[config.mk]
export PLATFORM = sky130hd
export DESIGN_NAME = ntc_div
export DESIGN_NICKNAME = d
export VERILOG_FILES = /design/src/hdl/ntc_pkg.sv /design/src/hdl/ntc_div.sv
export SDC_FILE = /design/constraint.sdc
export NUM_CORES = 2
export LEC_CHECK = 0
export BUFFER_PORTS_ARGS = -buffer_cell sky130_fd_sc_hd__buf_2
export CAP_MARGIN = 20
export CORE_MARGIN = 5
export CORE_UTILIZATION = 60
export DETAILED_ROUTE_END_ITERATION = 12
export HOLD_SLACK_MARGIN = 0.05
export PLACE_DENSITY_LB_ADDON = 0.05
export SETUP_SLACK_MARGIN = 0.15
export SKIP_LAST_GASP = 1
export SYNTH_ARGS = -nofsm -noshare
export SYNTH_HDL_FRONTEND = slang
export SYNTH_SLANG_ARGS = --single-unit
[constraint.sdc]
create_clock -name clk_i -period 4.35 [get_ports clk_i]
set_input_delay 0.435 -clock clk_i [delete_from_list [all_inputs] [get_ports clk_i]]
set_output_delay 0.435 -clock clk_i [all_outputs]
set_load 0.02 [all_outputs]
[src/hdl/ntc_pkg.sv]
package ntc_pkg;

  localparam int unsigned SampleW = 16;
  localparam int unsigned TempW   = 16;
  localparam int unsigned ResW    = 22;
  localparam int unsigned BetaW   = 16;
  localparam int unsigned NomW    = 8;
  localparam int unsigned BitsW   = 5;
  localparam int unsigned DiffW   = 31;              // full scale minus sample, up to 2^31-1
  localparam int unsigned ProdW   = ResW + DiffW;    // 53 bit product
  localparam int unsigned MantW   = 31;              // Q30 mantissa, value in [1,2)
  localparam int unsigned ExpW    = 6;
  localparam int unsigned ZeroK   = 27315;
  localparam int unsigned TempMax = 32767;

  typedef enum logic [1:0] {
    ErrNone   = 2'd0,
    ErrSample = 2'd1,
    ErrRange  = 2'd2
  } err_e;

  typedef enum logic [2:0] {
    RegSeries  = 3'd0,
    RegNominal = 3'd1,
    RegBeta    = 3'd2,
    RegNomTemp = 3'd3,
    RegAdcBits = 3'd4
  } reg_e;

  // pre-checked verdict travelling with each item
  typedef struct packed {
    logic       early;  // result already known, bypass arithmetic
    logic       neg;    // early result is -27315 instead of +32767
    err_e       err;
  } flag_t;

endpackage

[src/hdl/ntc_div.sv]
// pipelined restoring divider, one quotient bit per stage
module ntc_div import ntc_pkg::*; #(
  parameter int unsigned NumW = 72,
  parameter int unsigned DenW = 48,
  parameter int unsigned QW   = 16
) (
  input  logic            clk_i,
  input  logic            en_i,
  input  logic [NumW-1:0] num_i,
  input  logic [DenW-1:0] den_i,
  output logic [QW-1:0]   quo_o
);
  // quotient assumed below 2^QW; caller saturates beforehand
  logic [NumW-1:0] num_q [QW+1];
  logic [DenW-1:0] den_q [QW+1];
  logic [QW-1:0]   quo_q [QW+1];

  always_ff @(posedge clk_i) begin
    if (en_i) begin
      num_q[0] <= num_i;
      den_q[0] <= den_i;
      quo_q[0] <= '0;
    end
  end

  for (genvar s = 0; s < QW; s++) begin : g_st
    localparam int unsigned Sh = QW - 1 - s;
    logic [NumW+DenW:0] trial;
    logic [NumW+DenW:0] dsh;
    logic [NumW+DenW:0] cur;
    assign cur   = {{(DenW+1){1'b0}}, num_q[s]};
    assign dsh   = (NumW+DenW+1)'(den_q[s]) << Sh;
    assign trial = cur - dsh;
    always_ff @(posedge clk_i) begin
      if (en_i) begin
        den_q[s+1] <= den_q[s];
        if (cur >= dsh) begin
          num_q[s+1] <= NumW'(trial);
          quo_q[s+1] <= quo_q[s] | (QW'(1) << Sh);
        end else begin
          num_q[s+1] <= num_q[s];
          quo_q[s+1] <= quo_q[s];
        end
      end
    end
  end

  assign quo_o = quo_q[QW];

endmodule

; ---- Yosys cells after proc, flatten, opt, wreduce, memory -nomap -nowiden
; Memory sizes are Yosys's and may differ from the RTL's.
; Cells that the tools add are included.
[op_classes]
addsub = 16
n_lt_le_gt_ge = 16
muxes = 130
bitwise_logic = 32
[ops]
columns = operator, n
row1 = 72-bit 2-to-1 mux, 16
row2 = 16-bit 2-to-1 mux, 16
row3 = 1-bit 2-to-1 mux, 98
row4 = 72-bit by 48-bit greater-or-equal comparator with 1-bit output, 1
row5 = 72-bit by 49-bit greater-or-equal comparator with 1-bit output, 1
row6 = 72-bit by 50-bit greater-or-equal comparator with 1-bit output, 1
row7 = 72-bit by 51-bit greater-or-equal comparator with 1-bit output, 1
row8 = 72-bit by 52-bit greater-or-equal comparator with 1-bit output, 1
row9 = 72-bit by 53-bit greater-or-equal comparator with 1-bit output, 1
row10 = 72-bit by 54-bit greater-or-equal comparator with 1-bit output, 1
row11 = 72-bit by 55-bit greater-or-equal comparator with 1-bit output, 1
row12 = 72-bit by 56-bit greater-or-equal comparator with 1-bit output, 1
row13 = 72-bit by 57-bit greater-or-equal comparator with 1-bit output, 1
row14 = 72-bit by 58-bit greater-or-equal comparator with 1-bit output, 1
row15 = 72-bit by 59-bit greater-or-equal comparator with 1-bit output, 1
row16 = 72-bit by 60-bit greater-or-equal comparator with 1-bit output, 1
row17 = 72-bit by 61-bit greater-or-equal comparator with 1-bit output, 1
row18 = 72-bit by 62-bit greater-or-equal comparator with 1-bit output, 1
row19 = 72-bit by 63-bit greater-or-equal comparator with 1-bit output, 1
row20 = 72-bit by 48-bit subtractor with 72-bit output, 1
row21 = 72-bit by 49-bit subtractor with 72-bit output, 1
row22 = 72-bit by 50-bit subtractor with 72-bit output, 1
row23 = 72-bit by 51-bit subtractor with 72-bit output, 1
row24 = 72-bit by 52-bit subtractor with 72-bit output, 1
row25 = 12 further kinds, 43
[word_totals]
register_bits = 0
mem_bits_rw = 2312
output_inout_bits = 16
mem_count = 3
[mem_list]
columns = name, depth, word_bits, rd, rd_clocked_by_memory_dff, wr, line_no
row1 = num_q, 17, 72, 16, 0, 17, ntc_div.sv:14  ; logic [NumW-1:0] num_q [QW+1];
row2 = den_q, 17, 48, 16, 0, 17, ntc_div.sv:15  ; logic [DenW-1:0] den_q [QW+1];
row3 = quo_q, 17, 16, 17, 0, 17, ntc_div.sv:16  ; logic [QW-1:0] quo_q [QW+1];

; ---- Depth between registers and ports, before layout
; An unclocked memory read counts as a cell.
[logic_depth]
depth_word = 6
depth_mapped = 17
depth_no_buf = 16

; ---- Worst setup path after synthesis
; Ideal clock, no wire load.
[synth_timing]
kind = reg-to-reg
start = memory num_q[14][1]
end = memory num_q[15][71] (data pin)
t_arrival_ns = 3.719
path_slack_ns = 0.365
path_stages_with_launch = 17
path_cell_list = edfxtp_1 > inv_1 > ha_1 > inv_1 > fa_1 > a211oi_1 > o21a_1 > o211ai_1 > a41oi_1 > o21ai_1 > a311o_1 > a21oi_1 > o41a_1 > nand4_4 > or3_4 > nor4_4 > xor2_1
[synth_rtl]
columns = item, line_no
row1 = start: declaration, ntc_div.sv:14

==> metrics.txt <==
status=completed; Detailed Route WL=309000 um; die width=approximately 460 um; synthesized area=120000 sq um; # setup viols final=0; Met2 Wirelength=164000 um; final hold slack=291 ps; clk_lat worst skew=840 ps; proportion of power drawn by flip-flops and latches=0.348; top cell type's share of synthesized area=0.514; Compound-Gate Fraction of Synth Area=0.162; PortBufs=137; Tot GR Track Use=0.289; Net Count, Synth=12500; core area=199000 sq um; Vias=90600; post-synthesis mux area share=0.00650; drt first pass iters=8; top_reg_cell synth=edfxtp_1; routability cong.=approximately 1.1; Simple-Gate Fraction of Synth Area=0.125; CP Capture Type=flop; Initial DRC Count=7300; worst hold-check path type=input port to flop; Highest Signal Layer=met4; area leader, netlist=edfxtp_1; RSZ-0062 raised after global routing=true; required time of the critical path=approximately 5000 ps; IO Count=138; Final Skew=41.1 ps; number of global-route vias before repair=slightly above 90000; Post-DRT Antenna Nets=0; crit path max fanout=3; net total in the final layout=13200; met3 WL post-DR=12300 um; share of layout cells above drive strength 1=0.112; fin crit share=0.969; clk sink count=approximately 2000; Post-synth EDFFs=about 2100; Clock Power Share=0.200; maximum vdd drop=around 0.00046 V; Setup TNS=0 ps; Wirelength per Cell=about 20 um; Critical Path AT=roughly 4800 ps; Internal Dissipation=~56 mW; synth warn=0; CTS tree=yes; Tmin final=4220 ps; drt drc=0; global-route wire length before repair=483000 um; Static Leakage=54.6 nW; Die ar.=209000 sq um; CTS Buf Count=217; row count=between 150 and 200; Sw Ratio=0.377; worst-case clock buffer depth=3; CP startpoint kind=flop; Metal-1 WL=106000 um; GR Overflow Total=0; library cells used by synthesis=between 90 and 100; Post-Synth Adder-Cell Area=0.0825; Setup CP Type=flop to flop; Logic pwr share=0.452; worst slew pin tran=~1100 ps; Synth Area in XOR/XNOR=0.0657; Fin. Hold Viols=0; Core Util, Final=0.687; Starting Density=0.602; normalized max-slew margin=0.259; Post-synth ARST share=0; average size of a mapped cell=10.4 sq um; Max Cap Violations=0; top post-synthesis cells by area=edfxtp_1 (51%), ha_1 (8.0%), a21oi_1 (4.2%); synthesis-to-layout area growth=14.1%; root buffer cell=clkbuf_16; initial antenna violation count=4; cell count after synthesis=between 10000 and 15000; register area share after synthesis=0.514; Seq cells post-synth=2056; vias per inst=5.99; pwr/cell area=659 nW/um^2; Worst-path clk slew=70 ps; Psw=34.1 mW; largest family of logic cells by synthesized area=compound AO/OA/AOI/OAI gates; f_max=approximately 240 MHz; Die Y=~460 um; H-tree depth=4; dpl hpwl=235000 um; largest net degree at the start of global routing=198; Max Slew Vio Count=0
-- flip-flops by register name, indices dropped and copies added, names as in the netlist --
signal  cells
den_q     768
quo_q     136
num_q    1152
-- metrics by stage --
step                      std cells  instance area (sq um)  power [mW]  worst slack (ps)
after global routing          15100                 137000        96.0              59.6
after detailed placement      14500                 128000        70.9              -312
after CTS                     15100                 136000        89.4              64.8
final                         15100                 137000        90.3               134
after floorplan               11600                 120000        58.6               365
after global placement        14500                 128000        69.9              -361
-- cell usage after synthesis, types with 64 or more instances --
library cell and instances:
o21a_1 68, nor2b_1 105, or3_1 76, edfxtp_1 2056, a211oi_1 67, a21o_1 454
nand2_1 1164, nand2b_1 113, xnor2_1 510, a21oi_1 996, ha_1 768, o21bai_1 148
nor3_1 187, nor2_1 642, mux2_2 64, clkbuf_1 390, a31oi_1 92, inv_1 976
o21ai_0 955, and3_1 70, nor4_1 123, nand3_1 178, xor2_1 391, nand4_1 250
-- placed cells by master, fill, tap and decap left out, types with 145 or more instances in the layout --
cell	instances
a21o_1	453
a21oi_1	974
o21bai_1	145
nor2_1	633
nor3_1	181
nand4_1	250
xnor2_1	510
edfxtp_1	2056
ha_1	756
xor2_1	391
nand2_1	1161
inv_1	974
nand3_1	176
buf_4	626
o21ai_0	942
clkbuf_16	219
-- worst max-delay path, cell delays in order, from the launching register on --
cell      delay (ps)
edfxtp_1         380
inv_1             90
ha_1             240
fa_2             380
nand2b_4         170
a21oi_2          220
a211oi_4          90
o32ai_2          400
a311oi_2         220
o21ai_2          290
a211oi_2         110
buf_4            170
o21ai_1          310
a31oi_1          180
o311ai_2         300
buf_4            190
nor3_1            60
xor2_1           150
-- cell type report --
type / count / area (sq um)
multi-input cells: 8097 / 54000
clock inverters: 136 / 1410
well taps: 2656 / 3320
repair buffers: 912 / 7140
diodes: 7 / 17.5
inverters: 977 / 3670
fillers: 14300 / 62500
clock buffers: 267 / 5640
flip-flops and latches: 2056 / 61700
-- power by group through the flow --
stage	Combinational (mW)	Sequential (mW)	Clock (mW)
4_1_cts	39.7	31.3	18.4
3_5_place_dp	39.2	31.6	0
3_3_place_gp	38.3	31.6	0
6_report	40.8	31.4	18.1
2_1_floorplan	28.0	30.6	0
5_1_grt	44.8	31.8	19.3
-- per-layer routing --
| metal | track usage | vias to the layer above |
|---|---|---|
| met4 | 0.202 | 0 |
| met1 | 0.292 | 42400 |
| met2 | 0.553 | 3350 |
| met3 | 0.0294 | 1194 |
| met5 | 0 | - |
| li1 | - | 43600 |
-- timing repair --
action	in CTS	in global routing
endpoints found under the hold margin	141	0
resized for setup	44	159
endpoints found under the setup margin	171	445
buffers inserted	9	23
hold buffers	121	0
pin swaps	13	48
cloned	0	1
-- path summary, 6_finish.rpt --
path / from / endpoint / slack, ps / cells after the start
worst max register to register: num_q[0][15]$_DFFE_PP_ / num_q[1][67]$_DFFE_PP_ / 130 / 17
worst min register to register: quo_q[12][4]$_SDFFCE_PN1P_ / quo_q[13][4]$_DFFE_PP_ / 390 / 0
worst max-delay path: num_q[0][15]$_DFFE_PP_ / num_q[1][67]$_DFFE_PP_ / 130 / 17
worst min-delay path: num_i[26] / num_q[0][26]$_DFFE_PP_ / 290 / 2
-- cell families (layout without fill, tap and decap cells) --
logic type                 Yosys count  after routing
adders and majority gates          783            783
buffers and inverters             1397           2292
AOI/OAI and AO/OA                 3201           3201
xor gates and xnor gates           901            901
other                                0              7
and+or+nand+nor                   3142           3142
DFF                               2056           2056
muxes                               70             70
Note: power is estimated with default switching activity, not from simulation.
